## config.mk

```make
export PLATFORM = sky130hd
export DESIGN_NAME = bti_cell
export DESIGN_NICKNAME = d
export VERILOG_FILES = /design/src/rtl/breakpoint_table_interpolator_assert.svh /design/src/rtl/bti_pkg.sv /design/src/rtl/bti_cell.sv
export SDC_FILE = /design/constraint.sdc
export NUM_CORES = 1
export LEC_CHECK = 0
export CORE_AREA = 3 3 177 179
export CTS_CLUSTER_SIZE = 30
export DETAILED_ROUTE_END_ITERATION = 12
export DIE_AREA = 0 0 180 182
export DONT_BUFFER_PORTS = 1
export PLACE_DENSITY = 0.4
export SYNTH_ARGS = -nofsm -noshare
export SYNTH_HDL_FRONTEND = slang
export SYNTH_SLANG_ARGS = --single-unit
```

## constraint.sdc

```tcl
create_clock -name clk_i -period 3.05 [get_ports clk_i]
set_input_delay 0.61 -clock clk_i [delete_from_list [all_inputs] [get_ports clk_i]]
set_output_delay 0.61 -clock clk_i [all_outputs]
set_load 0.02 [all_outputs]
```

## src/rtl/breakpoint_table_interpolator_assert.svh

```systemverilog
// Assertion macros shared by the breakpoint table interpolator.
`ifndef BREAKPOINT_TABLE_INTERPOLATOR_ASSERT_SVH
`define BREAKPOINT_TABLE_INTERPOLATOR_ASSERT_SVH

// Same-cycle implication, checked on the rising edge outside reset.
`define BTI_ASSERT_IMP(lbl, ante, cons, msg) \
  lbl: assert property (@(posedge clk_i) disable iff (!rst_ni) (ante) |-> (cons)) \
    else $error(msg);

// Next-cycle implication, checked on the rising edge outside reset.
`define BTI_ASSERT_NXT(lbl, ante, cons, msg) \
  lbl: assert property (@(posedge clk_i) disable iff (!rst_ni) (ante) |=> (cons)) \
    else $error(msg);

`endif

```

## src/rtl/bti_pkg.sv

```systemverilog
// Types and constants shared by the breakpoint table interpolator modules.
package bti_pkg;

  localparam logic OP_WRITE = 1'b0;
  localparam logic OP_QUERY = 1'b1;

  // Width of the magnitudes of the 33-bit differences.
  localparam int unsigned MAG_W = 33;

  typedef struct packed {
    logic              opcode;
    logic [3:0]        entry_index;
    logic signed [31:0] point_x;
    logic signed [31:0] point_y;
    logic signed [31:0] query_x;
  } in_word_t;

  typedef struct packed {
    logic signed [31:0] interpolated_y;
    logic              segment_found;
    logic              saturated;
  } out_word_t;

  // Search token handed from cell to cell along the chain.
  typedef struct packed {
    logic              vld;
    logic              found;
    logic              desc;
    logic signed [31:0] q;
    logic signed [31:0] x0;
    logic signed [31:0] y0;
    logic signed [31:0] x1;
    logic signed [31:0] y1;
  } token_t;

  typedef struct packed {
    logic [MAG_W-1:0] a;
    logic [MAG_W-1:0] b;
    logic [MAG_W-1:0] d;
  } div_req_t;

endpackage

```

## src/rtl/bti_cell.sv

```systemverilog
// One breakpoint cell of the search chain: holds an (x, y) pair and tests one segment.
module bti_cell (
  input  logic                clk_i,
  input  logic                rst_ni,
  input  logic                wr_en_i,
  input  logic signed [31:0]  wr_x_i,
  input  logic signed [31:0]  wr_y_i,
  input  logic                check_en_i,
  input  bti_pkg::token_t     tok_i,
  output bti_pkg::token_t     tok_o,
  output logic signed [31:0]  point_x_o
);
  import bti_pkg::*;

  logic signed [31:0] x_q;
  logic signed [31:0] y_q;
  logic               vld_q;
  token_t             tok_d;
  token_t             tok_q;
  logic               hit;

  // The incoming token carries the previous breakpoint in its x1/y1 fields.
  always_comb begin
    if (tok_i.desc) begin
      hit = (tok_i.q <= tok_i.x1) && (tok_i.q > x_q);
    end else begin
      hit = (tok_i.q > tok_i.x1) && (tok_i.q <= x_q);
    end
    tok_d = tok_i;
    if (tok_i.vld && !tok_i.found) begin
      tok_d.x0    = tok_i.x1;
      tok_d.y0    = tok_i.y1;
      tok_d.x1    = x_q;
      tok_d.y1    = y_q;
      tok_d.found = check_en_i && hit;
    end
  end

  always_ff @(posedge clk_i or negedge rst_ni) begin
    if (!rst_ni) begin
      vld_q <= 1'b0;
    end else begin
      vld_q <= tok_i.vld;
    end
  end

  always_ff @(posedge clk_i) begin
    tok_q <= tok_d;
    if (wr_en_i) begin
      x_q <= wr_x_i;
      y_q <= wr_y_i;
    end
  end

  always_comb begin
    tok_o     = tok_q;
    tok_o.vld = vld_q;
  end

  assign point_x_o = x_q;

endmodule

```

Word level (Yosys, flattened, before mapping). Cells that the tools add are included.

Input bits: 231. Output and inout port bits: 195. Word-level logic and storage cells: 22. Flip-flop bits (word level): 227.

Mux-type cells: 3. Magnitude comparators: 4. Reduce and logical (&&, ||, !) cells: 5.

Operator list (number): two-way mux 128 bit (1); greater-than comparator 32 bit (2); less-or-equal comparator 32 bit (2); logical AND 1 bit (4); two-way mux 1 bit (2); logical NOT 1 bit (1).

Depth between registers and ports, before layout.
Word-level depth: 5. Depth in mapped cells: 10. Depth with buffers taken out: 10.

Worst setup path before layout. OpenSTA, ideal clock, no wires.

Kind: input -> register. From: input port tok_i[129] (netlist name). To: register tok_q, in the netlist tok_o[161]. Stages: 9. Data arrival time: 2.440 ns. Setup slack: 0.488 ns. Path buffers: 0. Required time: 2.928 ns. Library setup time: 0.122 ns. Cells stage by stage: ha_1 -> nor2b_4 -> o211ai_2 -> a21oi_1 -> or4b_1 -> a21oi_2 -> mux2i_1 -> nor4_1 -> a311o_1.

RTL lines: start: declaration (RTL line bti_cell.sv:9) `input bti_pkg::token_t tok_i,`; end signal: assignment (RTL line bti_cell.sv:48) `tok_q <= tok_d;`; end: declaration (RTL line bti_cell.sv:19) `token_t tok_q;`.

==> results.txt <==
WP data required = 3.46 ns
total track usage = 14.3%
CTS clk-pin slew, worst paths = 0.07 ns
Post-Syn Nets = 929
detailed placement HPWL = 19.4 mm
pwr/cell area = 747 mW/mm^2
initial antenna violation count = 1
Root Buffer = clkbuf_16
Cell Area, Synth = 0.00831 sq mm
Core Area = 0.0297 sq mm
CP max stage cell = edfxtp_1
Slew @ Worst Pin = 0.469 ns
RSZ-0062 raised after global routing = no
global route total overflow = 0
CP cell instances = inv_1, ha_1, a21oi_1, nand2_1, a21oi_1, or4b_1, a21oi_2, mux2i_1, nor4_1, a311o_1
fin area = 0.00968 sq mm
share of the synthesized area in the top cell type = 39.0%
area grow syn2layout = 16.5%
Final Hold Viols = 0
metal2 WL = 12.8 mm
DIE AREA = 0.0328 sq mm
Cells after DPL = 1013
DRC Markers = 0
max cap viols = 0
most frequent cells in the layout = dfxtp_1, inv_1, ha_1, edfxtp_1, mux2_2
die width = 180 um
CTS tree = done
count of unique library cells instantiated by Yosys = 41
Pre-antenna DRT Iters = 4
# Post-CTS Setup Buffers = 0
Die Ht = 182 um
Max-slew headroom = 68.6%
Yosys top cell by area = dfxtp_1
total CTS buffers = 25
EDFF count, synth = 64
Worst-Skew Late Latency = 0.52 ns
Longest Clk Path Bufs = 3
Avg WL per Cell = 23.3 um
Syn Area/Cell = 13.1 sq um
status = finished, final reports clean
number of port buffers = 0
Post-synth ARST share = 0.441%
Total Neg Setup Slack = 0 ns
Syn. warnings = 0
Static Leak = 4.01 nW
vias in the first global route = 5384
# IOs = 426
Top Layer Used = met4
Fmax = 0.348 GHz
final cell count without fillers = 1061
Antenna Violating Nets Remaining = 0
setup skew after layout = 0.0103 ns
Crit. End Element = register
Gate Count Post-Synth = 634
Top FF cell, synth = dfxtp_1
crit path launch type = register
Final Cycle Share = 94.1%
row cnt = 63
Peak supply drop = 0.365 mV
global-route wire length before repair = 35.6 mm
Starting Density = 28.0%
Hold/Removal Path Class = input pin to register
crit path kind = register to register
post-synthesis register bit count = 227
largest net degree at the start of global routing = 65
WL final = 24.7 mm
Setup Viol. Count Final = 0
count of final max-slew check failures = 0
DR vias = 4849
Pwr Total = 7.23 mW
Nets = 946
delay of the slowest critical-path stage = 0.51 ns
largest cells by area after synthesis = dfxtp_1, edfxtp_1, ha_1
hold_buf cts = 1
Worst path most repeated cell = a21oi_1
Initial DRC Count = 203
Max FO, Critical Path = 3
CTS H-tree lvls = 1
WP data arrival = 3.29 ns
routability cong. = 0.771
met3 WL = 2.54 mm
register area share after synthesis = 62.5%
most common cell after layout, fill and taps aside = dfxtp_1
placed cell areas = 0.00883 sq mm
layout cells sized above 1 = 16.4%
clock tree sinks = 227
WL met1 = 8.78 mm
Vias per Instance = 4.57
Resized Gates After CTS = 0
fin crit period = 2.87 ns
worst max-delay path: cells and delay by family (launching register included):
family	cells	cell delay, ns
multiplexers	1	0.27
AO/OA/AOI/OAI	4	0.92
AND/OR/NAND/NOR	3	0.64
buffers and inverters	1	0.09
flip-flops	1	0.51
adder cells (fa/ha/maj)	1	0.32
registers in the layout, indices dropped and copies added, names as in the netlist:
name and cells:
tok_o 162, point_x_o 32, vld_q 1, y_q 32
path summary, 6_finish.rpt:
kind,cells past startpoint,slack (ns),to,startpoint
setup / recovery,10,0.18,tok_o[161],point_x_o[14]
hold reg to reg,1,0.46,tok_o[25],y_q[25]
max in group asynchronous,1,2.65,vld_q,rst_ni
hold / removal,0,0.11,tok_o[146],tok_i[146]
min in group asynchronous,1,0.30,vld_q,rst_ni
setup reg to reg,10,0.18,tok_o[161],point_x_o[14]
synthesized netlist by cell type (all sizes together) (2+ instances only):
master,n
ha,64
nor2,2
a221oi,2
edfxtp,64
mux2,97
nand3,8
nand2,41
a21oi,23
clkbuf,12
inv,65
mux2i,2
nor4,2
nor2b,3
and4,4
o211ai,4
buf,7
dfxtp,162
nand4,12
o21ai,34
a21o,9
nor3,2
a211oi,3
final cells by class:
| cell class | instances | area (sq um) |
|---|---|---|
| Clock buffer | 31 | 679 |
| Antenna cell | 2 | 5.00 |
| Inverter | 65 | 244 |
| Sequential cell | 227 | 5190 |
| Tap cell | 390 | 488 |
| Fill cell | 2892 | 20000 |
| Clock inverter | 14 | 156 |
| Multi-Input combinational cell | 323 | 2810 |
| Timing Repair Buffer | 9 | 108 |
cell families after synthesis:
logic type	after synthesis	synth area share, %
and+or+nand+nor	79	4.77
adders and majority gates	64	9.64
AOI/OAI and AO/OA	81	5.89
muxes	99	13.4
DFF	227	62.5
buffers and inverters	84	3.85
report_power, final:
group | total, mW | switching, mW | internal [mW] | leakage, nW
clock | 3.06 | 1.23 | 1.84 | 0.415
sequential | 3.72 | 0.372 | 3.35 | 2.00
combinational | 0.440 | 0.223 | 0.216 | 1.59
stage by stage:
step                utilization, %  hold WS [ns]  setup slack, ns
global route                  32.6        0.0732           0.0501
CTS                           32.5        0.0638            0.147
floorplan                        -         0.314            0.488
finish                        32.6         0.105            0.180
global placement              29.7         0.314            0.154
detailed placement            29.7         0.314            0.148
layer usage:
metal,vias to the layer above,global-route usage [%]
met5,-,0
met4,0,3.62
met3,33,5.75
met2,296,26.2
met1,2246,15.3
li1,2274,-
Power figures use the tool's default switching activity.
