### config.mk
export PLATFORM = sky130hd
export DESIGN_NAME = bti_muldiv
export DESIGN_NICKNAME = d
export VERILOG_FILES = /design/src/rtl/breakpoint_table_interpolator_assert.svh /design/src/rtl/bti_pkg.sv /design/src/rtl/bti_muldiv.sv
export SDC_FILE = /design/constraint.sdc
export NUM_CORES = 1
export LEC_CHECK = 0
export BUFFER_PORTS_ARGS = -buffer_cell sky130_fd_sc_hd__buf_2
export CAP_MARGIN = 5
export CORE_AREA = 2 2 163 165
export CTS_CLUSTER_SIZE = 30
export DETAILED_ROUTE_END_ITERATION = 10
export DIE_AREA = 0 0 165 167
export PLACE_DENSITY = 0.8
export SYNTH_ARGS = -nofsm -noshare
export SYNTH_HDL_FRONTEND = slang
export SYNTH_SLANG_ARGS = --single-unit
### constraint.sdc
create_clock -name clk_i -period 5.85 [get_ports clk_i]
set_input_delay 0.8775 -clock clk_i [delete_from_list [all_inputs] [get_ports clk_i]]
set_output_delay 0.8775 -clock clk_i [all_outputs]
set_load 0.1 [all_outputs]
### src/rtl/breakpoint_table_interpolator_assert.svh
// Assertion macros shared by the breakpoint table interpolator.
`ifndef BREAKPOINT_TABLE_INTERPOLATOR_ASSERT_SVH
`define BREAKPOINT_TABLE_INTERPOLATOR_ASSERT_SVH

// Same-cycle implication, checked on the rising edge outside reset.
`define BTI_ASSERT_IMP(lbl, ante, cons, msg) \
  lbl: assert property (@(posedge clk_i) disable iff (!rst_ni) (ante) |-> (cons)) \
    else $error(msg);

// Next-cycle implication, checked on the rising edge outside reset.
`define BTI_ASSERT_NXT(lbl, ante, cons, msg) \
  lbl: assert property (@(posedge clk_i) disable iff (!rst_ni) (ante) |=> (cons)) \
    else $error(msg);

`endif

### src/rtl/bti_pkg.sv
// Types and constants shared by the breakpoint table interpolator modules.
package bti_pkg;

  localparam logic OP_WRITE = 1'b0;
  localparam logic OP_QUERY = 1'b1;

  // Width of the magnitudes of the 33-bit differences.
  localparam int unsigned MAG_W = 33;

  typedef struct packed {
    logic              opcode;
    logic [3:0]        entry_index;
    logic signed [31:0] point_x;
    logic signed [31:0] point_y;
    logic signed [31:0] query_x;
  } in_word_t;

  typedef struct packed {
    logic signed [31:0] interpolated_y;
    logic              segment_found;
    logic              saturated;
  } out_word_t;

  // Search token handed from cell to cell along the chain.
  typedef struct packed {
    logic              vld;
    logic              found;
    logic              desc;
    logic signed [31:0] q;
    logic signed [31:0] x0;
    logic signed [31:0] y0;
    logic signed [31:0] x1;
    logic signed [31:0] y1;
  } token_t;

  typedef struct packed {
    logic [MAG_W-1:0] a;
    logic [MAG_W-1:0] b;
    logic [MAG_W-1:0] d;
  } div_req_t;

endpackage

### src/rtl/bti_muldiv.sv
// Bit-serial unit that forms floor(a * b / d) for b <= d, one bit of a per cycle.
module bti_muldiv (
  input  logic                          clk_i,
  input  logic                          rst_ni,
  input  logic                          start_i,
  input  bti_pkg::div_req_t             req_i,
  output logic                          done_o,
  output logic [bti_pkg::MAG_W-1:0]     quo_o
);
  import bti_pkg::*;

  localparam int unsigned CntW = $clog2(MAG_W + 1);
  localparam int unsigned RW   = MAG_W + 2;

  logic              busy_q;
  logic              done_q;
  logic [CntW-1:0]   cnt_q;
  logic [MAG_W-1:0]  a_q;
  logic [MAG_W-1:0]  b_q;
  logic [MAG_W-1:0]  d_q;
  logic [MAG_W-1:0]  rem_q;
  logic [MAG_W-1:0]  quo_q;
  logic [MAG_W-1:0]  rem_d;
  logic [MAG_W-1:0]  quo_d;
  logic [RW-1:0]     r2;
  logic [RW-1:0]     d1;
  logic [RW-1:0]     d2;
  logic [1:0]        digit;

  // The remainder stays below d, so 2*rem + b stays below 3*d: a digit of 0, 1 or 2.
  always_comb begin
    r2 = {1'b0, rem_q, 1'b0} + (a_q[MAG_W-1] ? {2'b00, b_q} : RW'(0));
    d1 = {2'b00, d_q};
    d2 = {1'b0, d_q, 1'b0};
    if (r2 >= d2) begin
      digit = 2'd2;
      rem_d = MAG_W'(r2 - d2);
    end else if (r2 >= d1) begin
      digit = 2'd1;
      rem_d = MAG_W'(r2 - d1);
    end else begin
      digit = 2'd0;
      rem_d = MAG_W'(r2);
    end
    quo_d = MAG_W'({quo_q, 1'b0} + (MAG_W + 1)'(digit));
  end

  always_ff @(posedge clk_i or negedge rst_ni) begin
    if (!rst_ni) begin
      busy_q <= 1'b0;
      done_q <= 1'b0;
      cnt_q  <= '0;
    end else begin
      done_q <= 1'b0;
      if (start_i) begin
        busy_q <= 1'b1;
        cnt_q  <= CntW'(MAG_W);
      end else if (busy_q) begin
        cnt_q <= cnt_q - CntW'(1);
        if (cnt_q == CntW'(1)) begin
          busy_q <= 1'b0;
          done_q <= 1'b1;
        end
      end
    end
  end

  always_ff @(posedge clk_i) begin
    if (start_i) begin
      a_q   <= req_i.a;
      b_q   <= req_i.b;
      d_q   <= req_i.d;
      rem_q <= '0;
      quo_q <= '0;
    end else if (busy_q) begin
      a_q   <= {a_q[MAG_W-2:0], 1'b0};
      rem_q <= rem_d;
      quo_q <= quo_d;
    end
  end

  assign done_o = done_q;
  assign quo_o  = quo_q;

endmodule

# == After elaboration in Yosys (flattened, before gate mapping) ==
# Index checks and enable logic that the tools add are counted.
# totals
reg_bits,173
latchBits,0
ramBits,0
rom_bits,0
mem_count,0
# op_classes
n_addsub,5
multipliers,0
div,0
magnitude_cmp,2
eq_ne,1
shift,0
mux,15
bitwise_logic,0
n_reduce_logical,1
# op_table
op,count
two-way mux 33 bit,5
subtractor 33 bit,2
adder 34 x 33 -> 35 bit,1
greater-or-equal comparator 35 x 33 -> 1 bit,1
greater-or-equal comparator 35 x 34 -> 1 bit,1
adder 33 x 2 -> 33 bit,1
two-way mux 6 bit,2
two-way mux 1 bit,7
"== test 6 x 1 -> 1 bit, second input constant",1
"subtractor 6 x 1 -> 6 bit, second input constant",1
two-way mux 2 bit,1
nonzero test 2 bit,1

# == Longest topological paths before layout ==
# logic_depth
ltp_word,6
mapped_depth,32
mapped_depth_nobuf,28

# == Worst setup path after synthesis ==
# No wires, ideal clock.
# synth_timing
path_kind,reg2reg
startpoint,reg a_q[32]
endpoint,"reg quo_q[30], in the netlist quo_o[30]"
setup_ns,0.091
arrival_time_ns,6.110
t_required_ns,5.759
slack_ns,-0.351
stages_incl_launch_ff,31
cell_sequence,edfxtp_1 clkbuf_1 and2_1 ha_1 buf_2 a211o_1 o31a_1 a21boi_1 a31oi_4 a31o_2 o21ai_0 a21oi_1 xor2_1 ha_1 nand4_1 nor4_1 a31o_2 a21o_1 a211oi_1 and3_1 buf_2 inv_1 buf_4 ha_1 and3_1 clkbuf_1 nand3_1 nor4_1 nand2_1 or3_1 a311oi_1
# synth_via
elab_chain_cells,6
word_cells_on_any_way,7
classes_between,add/sub: 2; order compare: 2; mux: 3
# synth_lines
element,line_no,source
from (decl),bti_muldiv.sv:18,logic [MAG_W-1:0] a_q;
from (signal assigned),bti_muldiv.sv:70,a_q <= req_i.a;
from (signal assigned),bti_muldiv.sv:76,"a_q <= {a_q[MAG_W-2:0], 1'b0};"
two-way mux 33 bit *,bti_muldiv.sv:32,"r2 = {1'b0, rem_q, 1'b0} + (a_q[MAG_W-1] ? {2'b00, b_q} : RW'(0));"
adder 34 x 33 -> 35 bit *,bti_muldiv.sv:32,
greater-or-equal comparator 35 x 33 -> 1 bit,bti_muldiv.sv:38,end else if (r2 >= d1) begin
two-way mux 1 bit,bti_muldiv.sv:38,
two-way mux 2 bit *,bti_muldiv.sv:35,if (r2 >= d2) begin
adder 33 x 2 -> 33 bit *,bti_muldiv.sv:45,"quo_d = MAG_W'({quo_q, 1'b0} + (MAG_W + 1)'(digit));"
to (signal assigned),bti_muldiv.sv:78,quo_q <= quo_d;
to (decl),bti_muldiv.sv:22,logic [MAG_W-1:0] quo_q;
# Every way passes the cells marked *; elsewhere a longest branch is shown, timed or not.
# A chain may end at the register's enable or synchronous reset.

# == Final worst setup path ==
# layout_timing
startpoint,reg a_q[32]
endpoint,reg rem_q[9]
# layout_via
elab_chain_cells,5
word_cells_on_any_way,8
classes_between,add/sub: 3; order compare: 2; mux: 3
# layout_lines
element,line_no,source
two-way mux 33 bit *,bti_muldiv.sv:32,
adder 34 x 33 -> 35 bit *,bti_muldiv.sv:32,
subtractor 33 bit or greater-or-equal comparator 35 x 33 -> 1 bit (tied branches),"bti_muldiv.sv:40, bti_muldiv.sv:38",
two-way mux 33 bit,bti_muldiv.sv:38,
two-way mux 33 bit *,bti_muldiv.sv:35,
to (signal assigned),bti_muldiv.sv:77,rem_q <= rem_d;
to (decl),bti_muldiv.sv:21,logic [MAG_W-1:0] rem_q;
# Marks and branches as above.

==> results.py <==
metrics = {
    "outcome": {
        "status": "finished, final reports clean",
    },
    "clock_network": {
        "cts.htree.levels": 4,
        "tritoncts": "done",
        "path_clk_slew_ps": 80,
        "cts_buffers": 17,
        "cts-root-buf": "clkbuf_16",
        "clock-sinks": 173,
        "clk_latency_ps": 450,
        "cts_buffer_depth": 2,
    },
    "place": {
        "io_buffer_count": 135,
        "place_congestion": 1.020,
        "dp_slack_ps": 70.48,
        "post-dp-hpwl_mm": 24.79,
        "dpl.cell_count": 1753,
    },
    "routing": {
        "routed_wl_mm": 34.48,
        "firstDrtPassIters": 6,
        "drtIter0Drc": 1089,
        "vias": 10731,
        "drtAntennaViolNets": 0,
        "vias_per_cell": 5.952,
        "wl_per_cell_um": 19.12,
        "drc": 0,
    },
    "global_routing": {
        "antenna_found_initial": 3,
        "track_usage": 0.2426,
        "grt_start_max_net_pins": 89,
        "grt_overflow": 0,
        "grt_pass1_wl_mm": 52.63,
        "grt_pass1_vias": 10205,
    },
    "power_and_ir_drop": {
        "p_seq_frac": 0.207,
        "total_power_mw": 8.550,
        "ir_worst_vdd_uv": 254.9,
        "internal_power_mw": 4.389,
        "p_comb_frac": 0.658,
        "p_leak_nw": 6.376,
        "p_sw_mw": 4.161,
        "power.share.clock": 0.135,
        "swShare": 0.4866,
        "powerDensity_nw_per_um2": 585.6,
    },
    "sta": {
        "whs_ps": 254.3,
        "skew_ps": 20.33,
        "hold_viol": 0,
        "tightestPinTransition_ps": 847.0,
        "final.setup.tns_ps": 0,
        "slew_headroom": 0.4354,
        "rsz0062_at_grt": "true",
        "timing.final.max_slew_violations": 0,
        "setup_violations": 0,
        "fin_crit_sh": 0.9837,
        "fmax_ghz": 0.1738,
        "period_needed_ps": 5754,
        "setup_slack_ps": 95.57,
    },
    "synthesis": {
        "netlist_area_um2": 12150,
        "synthArstFlopShare": 0.04624,
        "yosysUniqueCellTypes": 75,
        "synth-seq-cells": 173,
        "synth_area_leader_cell": "edfxtp_1",
        "synth_area_leaders": "edfxtp_1 (24%), dfxtp_1 (11%), ha_1 (11%)",
        "synth_edf_count": 99,
        "syn_area_per_cell_um2": 9.539,
        "synth_top_area_frac": 0.2446,
        "ys_seq_area_frac": 0.3698,
        "netlist_instances": 1274,
        "yosysWarnings": 0,
        "synthesis.nets": 1482,
        "synthFlopType": "edfxtp_1",
    },
    "layout": {
        "drive_gt1_frac": 0.2369,
        "final_common_cell": "buf_2",
        "final_net_count": 1660,
        "syn_to_final_growth_pct": 20.14,
        "finalNonFillerCells": 1803,
        "layout_common_cells": "buf_2 (134), edfxtp_1 (99), a21oi_1 (89)",
    },
    "critical_path": {
        "crit_path_end_kind": "flop",
        "crit_fanout": 16,
        "cp.required_ps": 6160,
        "startpoint_type": "flop",
        "criticalPathCategory": "flop to flop",
        "cp.arrival_ps": 6060,
    },
    "worst_hold_path": {
        "hold_class": "input port to async pin",
    },
    "floorplanning": {
        "die_area_um2": 27560,
        "die_x_um": 165,
        "fp-row-count": 59,
        "start_util": 0.4717,
        "ioPinCount": 136,
        "die_height_um": 167,
        "core_um2": 25760,
    },
    "flow_run": {
        "drv_cap": 0,
    },
}
## cell usage after synthesis, drive strengths merged (35+ instances only)
master / n
a211oi: 48
a21o: 49
a21oi: 101
and2: 39
dfxtp: 66
edfxtp: 99
ha: 103
inv: 59
mux2: 35
nand2: 67
nand3: 36
nor2: 86
o21ai: 80
xnor2: 71
xor2: 49
## logic make-up (layout without fill, tap and decap cells)
group                      Yosys count  in the layout  synth area share
AOI/OAI and AO/OA                  391            391            0.2129
buffers and inverters               99            290           0.03202
adders and majority gates          106            106            0.1110
muxes                               58             58           0.05137
and+or+nand+nor                    327            327            0.1364
other                                0              3                 0
xor gates and xnor gates           120            120           0.08648
DFF                                173            173            0.3698
## critical path, stage by stage, from the launching register on
cell	delay, ps
edfxtp_1	450
buf_12	190
nand2_2	70
inv_1	50
ha_1	280
a211o_1	340
a211oi_2	240
o21ai_1	120
a21boi_1	210
buf_4	170
o31a_1	190
o21bai_1	110
a21oi_2	150
xnor2_1	190
ha_1	320
and3_1	230
nand2_1	90
nor3_1	40
buf_4	160
a221oi_1	340
o21ai_2	160
a311o_1	420
a31oi_4	290
nand2_8	170
buf_4	240
mux2i_1	250
o21ai_1	150
## repair_timing
item / 4_1_cts / 5_1_grt
hold buffers: 0 / 0
gates resized for setup: 0 / 68
buffers inserted: 0 / 14
endpoints found under the setup margin: 0 / 59
## final timing paths
check / start / endpoint / slack, ps / cells after the start
worst max register to register: a_q[32] / rem_q[9] / 100 / 26
min in group clk_i: quo_o[32] / quo_o[32] / 500 / 2
max in group asynchronous: rst_ni / busy_q / 5420 / 1
worst min-delay path: rst_ni / done_o / 250 / 1
worst max-delay path: a_q[32] / rem_q[9] / 100 / 26
worst min register to register: quo_o[32] / quo_o[32] / 500 / 2
## layout make-up
cell class / count / area (um2)
clock inverters: 15 / 166.4
repair buffers: 198 / 1192
well taps: 335 / 419.2
flip-flops and latches: 173 / 4496
diodes: 3 / 7.507
fillers: 2191 / 11160
multi-input cells: 1002 / 7669
inverters: 60 / 225.2
clock buffers: 17 / 425.4
## state kept, by name, indices dropped and copies added, names as in the netlist
signal	cells
cnt_q	6
d_q	33
done_o	1
busy_q	1
quo_o	33
b_q	33
a_q	33
rem_q	33
## stage by stage
step	cell area, um2	util
2_1_floorplan	12230	-
3_3_place_gp	13520	0.5247
3_5_place_dp	13520	0.5247
4_1_cts	14110	0.5477
5_1_grt	14600	0.5667
6_report	14600	0.5667
## power groups by stage
stage / logic, mW / registers (mW) / clock network, mW
after floorplan: 3.54 / 2.12 / 0
after global placement: 5.08 / 1.77 / 0
after detailed placement: 5.16 / 1.78 / 0
after CTS: 5.22 / 1.75 / 1.17
after global routing: 6.04 / 1.80 / 1.22
final: 5.63 / 1.77 / 1.16
## layer usage
metal | wire (um) | GRT usage
met5 | 0 | 0
met1 | 14810 | 0.3239
met4 | 1294 | 0.09905
met3 | 2196 | 0.03238
met2 | 16180 | 0.3953
(Power assumes the default switching activity.)
